[config.mk]
export PLATFORM = sky130hd
export DESIGN_NAME = state_feedback_control_step_flat
export DESIGN_NICKNAME = d
export VERILOG_FILES = /design/src/sfcs_pkg.sv /design/src/sfcs_stream_if.sv /design/src/sfcs_mac.sv /design/src/state_feedback_control_step.sv /design/src/flat_wrapper.sv
export SDC_FILE = /design/constraint.sdc
export NUM_CORES = 1
export LEC_CHECK = 0
export BUFFER_PORTS_ARGS = -buffer_cell sky130_fd_sc_hd__buf_4
export CORE_MARGIN = 1.5
export CORE_UTILIZATION = 51
export DETAILED_ROUTE_END_ITERATION = 10
export GPL_TIMING_DRIVEN = 0
export PLACE_DENSITY = 0.71
export SETUP_SLACK_MARGIN = 0.5
export SKIP_CTS_REPAIR_TIMING = 1
export SLEW_MARGIN = 20
export SYNTH_ARGS = -nofsm -noshare
export SYNTH_HDL_FRONTEND = slang
export SYNTH_SLANG_ARGS = --single-unit
[constraint.sdc]
create_clock -name clk -period 6.7 [get_ports clk]
set_input_delay 0.67 -clock clk [delete_from_list [all_inputs] [get_ports clk]]
set_output_delay 0.67 -clock clk [all_outputs]
set_load 0.03 [all_outputs]
[src/sfcs_pkg.sv]
// Shared types and constants for the state feedback control step block.
package sfcs_pkg;

	localparam int unsigned DataW = 32;
	localparam int unsigned AccW = 52;
	localparam int unsigned ProdW = 64;
	localparam logic signed [DataW-1:0] QOne = 32'sh0001_0000;

	typedef enum logic [2:0] {
		CMD_STEP = 3'd0,
		CMD_WR_K = 3'd1,
		CMD_WR_N = 3'd2,
		CMD_WR_A = 3'd3,
		CMD_WR_B = 3'd4,
		CMD_WR_X = 3'd5,
		CMD_CLR_X = 3'd6
	} cmd_t;

	localparam logic CfgNumStates = 1'b0;
	localparam logic CfgNumControls = 1'b1;

	typedef struct packed {
		logic [2:0] cmd;
		logic [1:0] row;
		logic [1:0] col;
		logic signed [31:0] coef_value;
		logic signed [31:0] ref_0;
		logic signed [31:0] ref_1;
		logic use_external;
		logic signed [31:0] ext_x0;
		logic signed [31:0] ext_x1;
		logic signed [31:0] ext_x2;
		logic signed [31:0] ext_x3;
	} in_item_t;

	typedef struct packed {
		logic signed [31:0] u_0;
		logic signed [31:0] u_1;
		logic signed [31:0] x_0;
		logic signed [31:0] x_1;
		logic signed [31:0] x_2;
		logic signed [31:0] x_3;
	} out_item_t;

	// MAC control: clear accumulator, subtract term
	typedef struct packed {
		logic en;
		logic clr;
		logic neg;
	} mac_ctl_t;

	function automatic logic signed [DataW-1:0] sat32(input logic signed [AccW-1:0] v);
		logic signed [AccW-1:0] hi;
		logic signed [AccW-1:0] lo;
		begin
			hi = AccW'(32'sh7fff_ffff);
			lo = -AccW'(64'sh8000_0000);
			if (v > hi) sat32 = 32'sh7fff_ffff;
			else if (v < lo) sat32 = 32'sh8000_0000;
			else sat32 = v[DataW-1:0];
		end
	endfunction

endpackage

[src/sfcs_stream_if.sv]
// Valid/ready stream channel carrying one payload beat.
interface sfcs_stream_if #(parameter type payload_t = logic) ();
	logic valid;
	logic ready;
	payload_t payload;
	modport source (output valid, output payload, input ready);
	modport sink (input valid, input payload, output ready);
endinterface

[src/sfcs_mac.sv]
// Shared Q16.16 multiply-accumulate unit with combinational product and registered accumulator.
module sfcs_mac (
	input logic clk,
	input sfcs_pkg::mac_ctl_t ctl,
	input logic signed [sfcs_pkg::DataW-1:0] a,
	input logic signed [sfcs_pkg::DataW-1:0] b,
	output logic signed [sfcs_pkg::AccW-1:0] acc
);
	logic signed [sfcs_pkg::ProdW-1:0] prod;
	logic signed [sfcs_pkg::AccW-1:0] term;
	logic signed [sfcs_pkg::AccW-1:0] acc_q;

	assign prod = (sfcs_pkg::ProdW'(a) * sfcs_pkg::ProdW'(b)) + sfcs_pkg::ProdW'(32768);
	assign term = sfcs_pkg::AccW'(prod >>> 16);

	always_ff @(posedge clk) begin
		if (ctl.en) begin
			if (ctl.clr) acc_q <= ctl.neg ? -term : term;
			else acc_q <= ctl.neg ? acc_q - term : acc_q + term;
		end
	end
	assign acc = acc_q;
endmodule

[src/state_feedback_control_step.sv]
// Top level of the state feedback control step block.
// Write/clear items update registers directly; a step computes u = N*r - K*x, then
// x' = A*x + B*u unless external state is used, on one shared MAC;
// one item at a time.
// Result sits in an output register; a new item is taken once it drains.
// arst_n resets control (n=2, m=1) and clears matrices (N to identity), state and registers.
module state_feedback_control_step #(
	parameter int unsigned MAX_STATES = 4,
	parameter int unsigned MAX_CONTROLS = 2
) (
	input logic clk,
	input logic arst_n,
	input logic cfg_we,
	input logic cfg_index,
	input logic [2:0] cfg_wdata,
	sfcs_stream_if.sink in_ch,
	sfcs_stream_if.source out_ch
);
	localparam int unsigned SW = (MAX_STATES > 1) ? $clog2(MAX_STATES) : 1;
	localparam int unsigned CW = (MAX_CONTROLS > 1) ? $clog2(MAX_CONTROLS) : 1;
	localparam int unsigned JW = $clog2(MAX_STATES + MAX_CONTROLS + 1);
	localparam int unsigned RW = $clog2(MAX_STATES + 1);

	typedef enum logic [3:0] {
		ST_IDLE = 4'b0001,
		ST_U = 4'b0010,
		ST_X = 4'b0100,
		ST_OUT = 4'b1000
	} state_t;

	state_t state_q;
	logic [2:0] num_states_q;
	logic [1:0] num_controls_q;
	logic signed [31:0] k_q [MAX_CONTROLS][MAX_STATES];
	logic signed [31:0] n_q [MAX_CONTROLS][MAX_CONTROLS];
	logic signed [31:0] a_q [MAX_STATES][MAX_STATES];
	logic signed [31:0] b_q [MAX_STATES][MAX_CONTROLS];
	logic signed [31:0] x_q [MAX_STATES];
	logic signed [31:0] xn_q [MAX_STATES];
	logic signed [31:0] xv_q [MAX_STATES];
	logic signed [31:0] r_q [MAX_CONTROLS];
	logic signed [31:0] u_q [MAX_CONTROLS];
	logic ext_q;
	logic [RW-1:0] i_q;
	logic [JW-1:0] j_q;
	logic pend_q;
	logic [RW-1:0] pi_q;
	logic out_valid_q;
	sfcs_pkg::out_item_t out_q;

	logic [RW-1:0] n_eff;
	logic [CW:0] m_eff;
	sfcs_pkg::mac_ctl_t ctl;
	logic signed [31:0] op_a, op_b;
	logic signed [sfcs_pkg::AccW-1:0] acc;
	logic [JW-1:0] jlen;
	logic [RW-1:0] ilen;
	logic last_j;
	sfcs_pkg::in_item_t it;

	assign it = in_ch.payload;
	assign n_eff = (32'(num_states_q) > MAX_STATES) ? RW'(MAX_STATES) : RW'(num_states_q);
	assign m_eff = (32'(num_controls_q) > MAX_CONTROLS) ? (CW+1)'(MAX_CONTROLS)
		: (CW+1)'(num_controls_q);
	assign jlen = (state_q == ST_U) ? JW'(n_eff) + JW'(m_eff) : JW'(n_eff) + JW'(m_eff);
	assign ilen = (state_q == ST_U) ? RW'(m_eff) : n_eff;
	assign last_j = (j_q == jlen - JW'(1));
	assign in_ch.ready = (state_q == ST_IDLE) && !out_valid_q && !pend_q;
	assign out_ch.valid = out_valid_q;
	assign out_ch.payload = out_q;

	always_comb begin
		op_a = '0;
		op_b = '0;
		ctl.neg = 1'b0;
		if (state_q == ST_U) begin
			if (j_q < JW'(n_eff)) begin
				op_a = k_q[i_q[CW-1:0]][j_q[SW-1:0]];
				op_b = xv_q[j_q[SW-1:0]];
				ctl.neg = 1'b1;
			end else begin
				op_a = n_q[i_q[CW-1:0]][CW'(j_q - JW'(n_eff))];
				op_b = r_q[CW'(j_q - JW'(n_eff))];
			end
		end else begin
			if (j_q < JW'(n_eff)) begin
				op_a = a_q[i_q[SW-1:0]][j_q[SW-1:0]];
				op_b = x_q[j_q[SW-1:0]];
			end else begin
				op_a = b_q[i_q[SW-1:0]][CW'(j_q - JW'(n_eff))];
				op_b = u_q[CW'(j_q - JW'(n_eff))];
			end
		end
		ctl.en = (state_q == ST_U || state_q == ST_X) && jlen != '0 && i_q < ilen;
		ctl.clr = (j_q == '0);
	end

	sfcs_mac u_mac (.clk(clk), .ctl(ctl), .a(op_a), .b(op_b), .acc(acc));

	always_ff @(posedge clk or negedge arst_n) begin
		if (!arst_n) begin
			state_q <= ST_IDLE;
			num_states_q <= 3'd2;
			num_controls_q <= 2'd1;
			out_valid_q <= 1'b0;
			out_q <= '0;
			pend_q <= 1'b0;
			pi_q <= '0;
			i_q <= '0;
			j_q <= '0;
			ext_q <= 1'b0;
			for (int r = 0; r < MAX_CONTROLS; r++) begin
				for (int c = 0; c < MAX_STATES; c++) k_q[r][c] <= '0;
				for (int c = 0; c < MAX_CONTROLS; c++)
					n_q[r][c] <= (r == c) ? sfcs_pkg::QOne : '0;
				r_q[r] <= '0;
				u_q[r] <= '0;
			end
			for (int r = 0; r < MAX_STATES; r++) begin
				for (int c = 0; c < MAX_STATES; c++) a_q[r][c] <= '0;
				for (int c = 0; c < MAX_CONTROLS; c++) b_q[r][c] <= '0;
				x_q[r] <= '0;
				xn_q[r] <= '0;
				xv_q[r] <= '0;
			end
		end else begin
			if (cfg_we) begin
				if (cfg_index == sfcs_pkg::CfgNumStates) num_states_q <= cfg_wdata;
				else num_controls_q <= cfg_wdata[1:0];
			end
			if (out_ch.valid && out_ch.ready) out_valid_q <= 1'b0;
			// store finished sum in the cycle after its last term
			pend_q <= 1'b0;
			if (pend_q) begin
				if (state_q == ST_U || (state_q == ST_X && i_q == '0 && !ext_q && jlen != '0
					&& 1'b0)) u_q[pi_q[CW-1:0]] <= sfcs_pkg::sat32(acc);
			end
			unique case (state_q)
				ST_IDLE: begin
					if (in_ch.valid && in_ch.ready) begin
						case (it.cmd)
							sfcs_pkg::CMD_STEP: begin
								r_q[0] <= it.ref_0;
								if (MAX_CONTROLS > 1) r_q[CW'(MAX_CONTROLS > 1)] <= it.ref_1;
								for (int c = 2; c < MAX_CONTROLS; c++) r_q[c] <= '0;
								for (int c = 0; c < MAX_STATES; c++) begin
									if (!it.use_external) xv_q[c] <= x_q[c];
									else if (c == 0) xv_q[c] <= it.ext_x0;
									else if (c == 1) xv_q[c] <= it.ext_x1;
									else if (c == 2) xv_q[c] <= it.ext_x2;
									else if (c == 3) xv_q[c] <= it.ext_x3;
									else xv_q[c] <= '0;
								end
								for (int c = 0; c < MAX_CONTROLS; c++) u_q[c] <= '0;
								ext_q <= it.use_external;
								i_q <= '0;
								j_q <= '0;
								state_q <= ST_U;
							end
							sfcs_pkg::CMD_WR_K: if (32'(it.row) < MAX_CONTROLS && 32'(it.col) < MAX_STATES)
								k_q[it.row[CW-1:0]][it.col[SW-1:0]] <= it.coef_value;
							sfcs_pkg::CMD_WR_N: if (32'(it.row) < MAX_CONTROLS && 32'(it.col) < MAX_CONTROLS)
								n_q[it.row[CW-1:0]][it.col[CW-1:0]] <= it.coef_value;
							sfcs_pkg::CMD_WR_A: if (32'(it.row) < MAX_STATES && 32'(it.col) < MAX_STATES)
								a_q[it.row[SW-1:0]][it.col[SW-1:0]] <= it.coef_value;
							sfcs_pkg::CMD_WR_B: if (32'(it.row) < MAX_STATES && 32'(it.col) < MAX_CONTROLS)
								b_q[it.row[SW-1:0]][it.col[CW-1:0]] <= it.coef_value;
							sfcs_pkg::CMD_WR_X: if (32'(it.row) < MAX_STATES)
								x_q[it.row[SW-1:0]] <= it.coef_value;
							sfcs_pkg::CMD_CLR_X: for (int c = 0; c < MAX_STATES; c++) x_q[c] <= '0;
							default: ;
						endcase
					end
				end
				ST_U, ST_X: begin
					if (pend_q && state_q == ST_X) xn_q[pi_q[SW-1:0]] <= sfcs_pkg::sat32(acc);
					if (!ctl.en) begin
						// wait out the last stored sum, then advance
						if (!pend_q) begin
							if (state_q == ST_U && !ext_q) begin
								state_q <= ST_X;
								for (int c = 0; c < MAX_STATES; c++) xn_q[c] <= x_q[c];
							end else begin
								state_q <= ST_OUT;
							end
							i_q <= '0;
							j_q <= '0;
						end
					end else if (last_j) begin
						pend_q <= 1'b1;
						pi_q <= i_q;
						j_q <= '0;
						i_q <= i_q + RW'(1);
					end else begin
						j_q <= j_q + JW'(1);
					end
				end
				ST_OUT: begin
					if (!ext_q) for (int c = 0; c < MAX_STATES; c++) x_q[c] <= xn_q[c];
					out_q.u_0 <= u_q[0];
					out_q.u_1 <= (MAX_CONTROLS > 1) ? u_q[CW'(MAX_CONTROLS > 1)] : '0;
					out_q.x_0 <= ext_q ? x_q[0] : xn_q[0];
					out_q.x_1 <= (MAX_STATES > 1) ? (ext_q ? x_q[SW'(1)] : xn_q[SW'(1)]) : '0;
					out_q.x_2 <= (MAX_STATES > 2) ? (ext_q ? x_q[SW'(2)] : xn_q[SW'(2)]) : '0;
					out_q.x_3 <= (MAX_STATES > 3) ? (ext_q ? x_q[SW'(3)] : xn_q[SW'(3)]) : '0;
					out_valid_q <= 1'b1;
					state_q <= ST_IDLE;
				end
				default: state_q <= ST_IDLE;
			endcase
		end
	end
endmodule
[src/flat_wrapper.sv]
// flat-port wrapper written by rule: the top's interface ports become plain ports
module state_feedback_control_step_flat 
#(
	parameter int unsigned MAX_STATES = 4,
	parameter int unsigned MAX_CONTROLS = 2
)
  (clk, arst_n, cfg_we, cfg_index, cfg_wdata, in_ch_valid, in_ch_payload, in_ch_ready, out_ch_valid, out_ch_payload, out_ch_ready);
  sfcs_stream_if in_ch_i ();
  sfcs_stream_if out_ch_i ();
  input logic clk;
  input logic arst_n;
  input logic cfg_we;
  input logic cfg_index;
  input logic [2:0] cfg_wdata;
  input wire logic [$bits(in_ch_i.valid)-1:0] in_ch_valid;
  input wire logic [$bits(in_ch_i.payload)-1:0] in_ch_payload;
  output wire logic [$bits(in_ch_i.ready)-1:0] in_ch_ready;
  output wire logic [$bits(out_ch_i.valid)-1:0] out_ch_valid;
  output wire logic [$bits(out_ch_i.payload)-1:0] out_ch_payload;
  input wire logic [$bits(out_ch_i.ready)-1:0] out_ch_ready;
  assign in_ch_i.valid = in_ch_valid;
  assign in_ch_i.payload = in_ch_payload;
  assign in_ch_ready = in_ch_i.ready;
  assign out_ch_valid = out_ch_i.valid;
  assign out_ch_payload = out_ch_i.payload;
  assign out_ch_i.ready = out_ch_ready;
  state_feedback_control_step #(.MAX_STATES(MAX_STATES), .MAX_CONTROLS(MAX_CONTROLS)) u_core (.clk(clk), .arst_n(arst_n), .cfg_we(cfg_we), .cfg_index(cfg_index), .cfg_wdata(cfg_wdata), .in_ch(in_ch_i), .out_ch(out_ch_i));
endmodule
==> out/qor.txt, run 1 <==
part of the Yosys area used for sequential elements = 39.0%
P&R area growth vs syn = 12.4%
initial antenna violation count = 0
CP max stage delay = 0.62 ns
cell repeated most along the worst path = buf_6
Num CTS Buffers = 3
CTS H-tree lvls = 1
final WL = 1.94 mm
Reg2Reg Depth = 10
num rows = 16
Crit Path Max Fanout = 8
Pleak = 0.608 nW
Core Util, Final = 61.8%
clk_lat worst skew = 0.29 ns
nature of the critical path startpoint = flip-flop
critical-path cell list = buf_6, or4b_4, buf_6, nand2_1, ha_1, a21o_1, a2111oi_0, o21ai_2, o211ai_1, mux2_2
post-DR vias/cell = 5.48
root buffer cell = clkbuf_4
worst slew margin relative to its limit = 52.0%
Starting Density = 54.9%
prevailing post-synth register cell = dfrtp_1
TritonCTS clock tree = done
minimum clock period = 3.08 ns
Mapped Avg Cell Area = 11.0 sq um
Worst setup EP type = flip-flop
Worst Path Buf+Inv = 2
Tcrit/Tclk final = 45.9%
NumNets Final = 133
die height = 49.4 um
Post-Route Skew = 0.000864 ns
DRT Pass-1 Iters = 4
Hold Path Class = in -> async
Unique masters post-synth = 41
# clock sinks = 17
vias in the first global route = 796
fraction of registers with async set/reset = 100%
layout cells sized above 1 = 29.8%
final-report hold violation count = 0
Remaining DRCs = 0
DPL Wire Length = 1.53 mm
pins over their slew limit = 0
Slew @ Worst Pin = 0.702 ns
area of the multi-input gates = 607 sq um
PD cells = 308 nW/um^2
die width = 49.4 um
kind of critical path = reg -> reg
slowest cell on the critical path = a2111oi_0
Final Setup Violations = 0
synthesized flop and latch total = 17
Max-Cap Viols = 0
setup TNS = 0 ns
yosys warns = 0
Detail Route Antenna Nets = 0
post-synth top area share = 31.9%
f_max = 325 MHz
Max VDD drop = 159 uV
Antenna Cells = 0
core area = 2000 sq um
Congestion Overflow GR = 0
I/O pin total = 13
clock-pin slew on the worst setup and hold paths = 0.10 ns
vias after detailed routing = 773
Top Family by Delay on Critical Path = compound AO/OA/AOI/OAI gates
Post-synth EDFFs = 0
GRT Total Usage = 19.4%
Layout fillers = 183
GPL Wtd Cong = 0.740
status = complete, no violations
first-iteration detailed-routing DRC count = 12
WP data required = 6.94 ns
leading area contributor after synthesis = dfrtp_1
first-pass GRT wire length = 3.62 mm
Levels on crit path = 10
synth top area cells = dfrtp_1, ha_1, dfstp_2
post-DR wirelength/cell = 13.8 um
register area = 429 sq um
CTS Buffer Depth = 2
Critical Path AT = 3.32 ns
total power = 0.000380 W
largest net degree at the start of global routing = 18
Buffers on Ports = 10
RSZ-0062 raised after global routing = false
post-synthesis cell area = 1100 sq um
DIE AREA = 2440 sq um
Synth Instances = 100
Syn Nets = 118
[path summary, 6_finish.rpt]
kind / slack [ns] / startpoint / end
max: 3.62 / u_core.state_q[2] / u_core.i_q[0]
min: 0.22 / arst_n / u_core.state_q[2]
max reg2reg: 3.62 / u_core.state_q[2] / u_core.i_q[0]
min reg2reg: 0.53 / u_core.num_states_q[0] / u_core.num_states_q[0]
max in group asynchronous: 6.23 / arst_n / u_core.num_controls_q[0]
min in group clk: 0.53 / u_core.num_states_q[0] / u_core.num_states_q[0]
[cells in the final DEF (no fill, tap or decap), types with 3 or more instances in the layout]
cell type,n
nor3b_1,3
mux2i_1,3
dfrtp_1,14
dfstp_2,3
xnor2_1,4
mux2_2,7
nand2_1,4
inv_1,8
buf_4,11
ha_1,7
a22o_1,3
nor3_1,3
nor2b_1,5
clkbuf_4,3
[synthesized netlist by cell type, drive strengths merged, types with 4 or more instances]
| cell type | count |
|---|---|
| dfrtp | 14 |
| inv | 8 |
| mux2 | 8 |
| ha | 7 |
| nor2b | 5 |
| nand2 | 4 |
| xnor2 | 4 |
[metal layers]
layer | global-route usage, % | up-vias | share of wire (%)
met3 | 2.76 | 5 | 2.3
met2 | 32.0 | 10 | 47
met1 | 26.1 | 372 | 48
met4 | 6.94 | 0 | 2.0
met5 | 0 | - | 0
li1 | - | 386 | -
[cell type report]
class | instances | share of cell area (%)
multi-input cells | 71 | 49.1
inverters | 8 | 2.43
plain buffers | 4 | 2.73
flip-flops and latches | 17 | 34.7
well taps | 27 | 2.73
clock buffers | 3 | 1.82
repair buffers | 10 | 6.07
clock inverters | 1 | 0.405
[state kept, by name, summed over array words and instances (netlist names)]
| signal | count |
|---|---|
| u_core.i_q | 3 |
| u_core.j_q | 3 |
| u_core.num_controls_q | 2 |
| u_core.num_states_q | 3 |
| u_core.out_ch.valid | 1 |
| u_core.pend_q | 1 |
| u_core.state_q | 4 |
[cell families (layout without fill, tap and decap cells)]
kind of cell               after synthesis  count (layout)  share of synthesized area [%]
and+or+nand+nor                         27              27                           15.2
AOI/OAI and AO/OA                       18              18                           13.8
DFF                                     17              17                           39.0
buffers and inverters                   12              26                           5.80
muxes                                   11              11                           11.3
adders and majority gates                8               8                           9.78
xor gates and xnor gates                 6               6                           4.78
other                                    1               1                          0.341
[stage by stage]
stage | cells | setup WS, ns | area, sq um | hold slack, ns
final | 141 | 3.62 | 1240 | 0.219
after global routing | 141 | 3.42 | 1240 | 0.213
after CTS | 141 | 3.62 | 1240 | 0.219
after detailed placement | 137 | 3.64 | 1210 | 0.517
after global placement | 137 | 3.69 | 1210 | 0.513
after floorplan | 100 | 3.94 | 1100 | 0.374
[report_power, final]
| part | switching, W | total, W | internal [W] | leakage [nW] |
|---|---|---|---|---|
| sequential | 0.0000175 | 0.000141 | 0.000123 | 0.218 |
| clock | 0.0000331 | 0.0000553 | 0.0000223 | 0.0177 |
| combinational | 0.0000987 | 0.000184 | 0.0000857 | 0.371 |
Note: power is estimated with default switching activity, not from simulation.
==> inputs of run 2 (changes only) <==
Clock period 6.7 ns to 3.1 ns, I/O delays scaled along.
==> run 2 against run 1 <==
Net effect:
- first-iteration DRC count rose by 25%
- wire length rose by 9.4%
- power rose by 140%
- via count rose by 9.7%
- sequential power rose by 120%
- flip-flop and latch count did not move
- worst setup slack got worse by 3.2 ns
- hold slack got worse by 0.028 ns
- utilization rose by 7.5 points
- fmax rose by 16%
- cell area rose by 12%
- critical path depth did not move
==> out/qor.txt, run 2 (synthesized netlist as in run 1, its figures left out) <==
Tcrit/Tclk final = 85.9%
DIE AREA = 2440 sq um
final WL = 2.12 mm
Post-Route Skew = 0.00440 ns
final instance area = 1390 sq um
worst setup margin = 0.438 ns
Worst setup startpoint = u_core.state_q[2]
I/O pin total = 13
Detail Route Antenna Nets = 0
Max VDD drop = 368 uV
layout cells sized above 1 = 44.0%
die height = 49.4 um
vias in the first global route = 781
Congestion Overflow GR = 0
Antenna Cells = 0
num rows = 16
slowest cell on the critical path = or4b_4
Num CTS Buffers = 3
DPL Wire Length = 1.49 mm
pins over their slew limit = 0
Crit Path Max Fanout = 5
WP data required = 3.28 ns
# clock sinks = 17
nature of the critical path startpoint = flip-flop
Cell Area, Placed = 1220 sq um
DP Worst Slack = 0.365 ns
setup TNS = 0 ns
area of the multi-input gates = 671 sq um
Pleak = 0.649 nW
CTS Buffer Depth = 2
PD cells = 663 nW/um^2
Buffers on Ports = 10
CP max stage delay = 0.48 ns
clk_lat worst skew = 0.29 ns
GPL Wtd Cong = 0.832
NumNets Final = 144
status = complete, no violations
die width = 49.4 um
TritonCTS clock tree = done
Final Setup Violations = 0
clock-pin slew on the worst setup and hold paths = 0.10 ns
most common cell after layout, fill and taps aside = buf_4
DRT Pass-1 Iters = 4
first-iteration detailed-routing DRC count = 15
Layout fillers = 162
GRT Total Usage = 18.1%
post-DR wirelength/cell = 14.0 um
kind of critical path = reg -> reg
first-pass GRT wire length = 3.33 mm
vias after detailed routing = 848
Hold Path Class = in -> reg
core area = 2000 sq um
RR Startpoint = u_core.state_q[2]
final-report hold violation count = 0
Worst setup EP type = flip-flop
hold path start = out_ch_ready
max reg flops = 4
largest net degree at the start of global routing = 18
Slew @ Worst Pin = 0.491 ns
P&R area growth vs syn = 26.1%
Remaining DRCs = 0
RSZ-0062 raised after global routing = true
register area = 432 sq um
Largest Register = u_core.state_q
post-DR vias/cell = 5.58
Max-Cap Viols = 0
Critical Path AT = 2.84 ns
initial antenna violation count = 0
CTS H-tree lvls = 1
critical-path cell list = buf_6, or4b_4, buf_6, mux2i_2, ha_2, a21o_1, a21o_1, a22oi_2, nand2_1, a221o_1
root buffer cell = clkbuf_4
most frequent cells in the layout = buf_4, dfrtp_1, inv_1
Starting Density = 54.9%
worst slew margin relative to its limit = 67.1%
minimum clock period = 2.66 ns
f_max = 376 MHz
[run 2: changes by cell type in the layout (fill, tap and decap cells not counted), moves of 2 or more]
cell     previous run  this run
buf_4              11        21
ha_2                0         2
dfrtp_1            14        12
ha_1                7         4
dfrtp_2             0         2
[run 2: per-stage QoR]
| step | util (%) | power, W | cells | hold slack (ns) |
|---|---|---|---|---|
| final | 69.3 | 0.000918 | 152 | 0.191 |
| after global routing | 69.3 | 0.000993 | 152 | 0.168 |
| after CTS | 62.3 | 0.000827 | 141 | -0.140 |
| after detailed placement | 60.9 | 0.000706 | 137 | 0.188 |
| after global placement | 60.9 | 0.000697 | 137 | 0.185 |
| after floorplan | - | 0.000618 | 100 | 0.0144 |
[run 2: critical path, delay by kind of cell (launching register included)]
kind	cells	cell delay [ns]
compound gates	4	0.98
fa+ha+maj	1	0.18
buf+inv	2	0.27
flops	1	0.38
mux	1	0.14
simple gates	2	0.61
[run 2: power breakdown]
| part | internal [W] | total, W | switching (W) |
|---|---|---|---|
| Combinational | 0.000249 | 0.000493 | 0.000243 |
| Clock | 0.0000500 | 0.000118 | 0.0000684 |
| Sequential | 0.000266 | 0.000307 | 0.0000409 |
[run 2: final cells by class]
type / instances / share of cell area, %
multi-input cells: 71 / 48.4
flip-flops and latches: 17 / 31.1
repair buffers: 21 / 11.6
plain buffers: 4 / 2.44
well taps: 27 / 2.44
inverters: 8 / 2.17
clock buffers: 4 / 1.90
[run 2: routing by layer]
metal | routed length [um] | up-vias | global-route usage, %
met5 | 0 | - | 0
met4 | 31 | 0 | 9.72
met3 | 91 | 4 | 2.15
met2 | 1070 | 24 | 28.8
met1 | 934 | 413 | 24.0
li1 | - | 407 | -
[run 2: worst paths after layout]
| kind | slack (ns) | cells after the start | endpoint |
|---|---|---|---|
| max in group asynchronous | 2.43 | 2 | u_core.num_controls_q[0] |
| min in group asynchronous | 0.41 | 2 | u_core.out_ch.valid |
| worst max register to register | 0.44 | 10 | u_core.i_q[2] |
| worst min register to register | 0.53 | 1 | u_core.num_states_q[0] |
| worst min-delay path | 0.19 | 2 | u_core.out_ch.valid |
| worst max-delay path | 0.44 | 10 | u_core.i_q[2] |
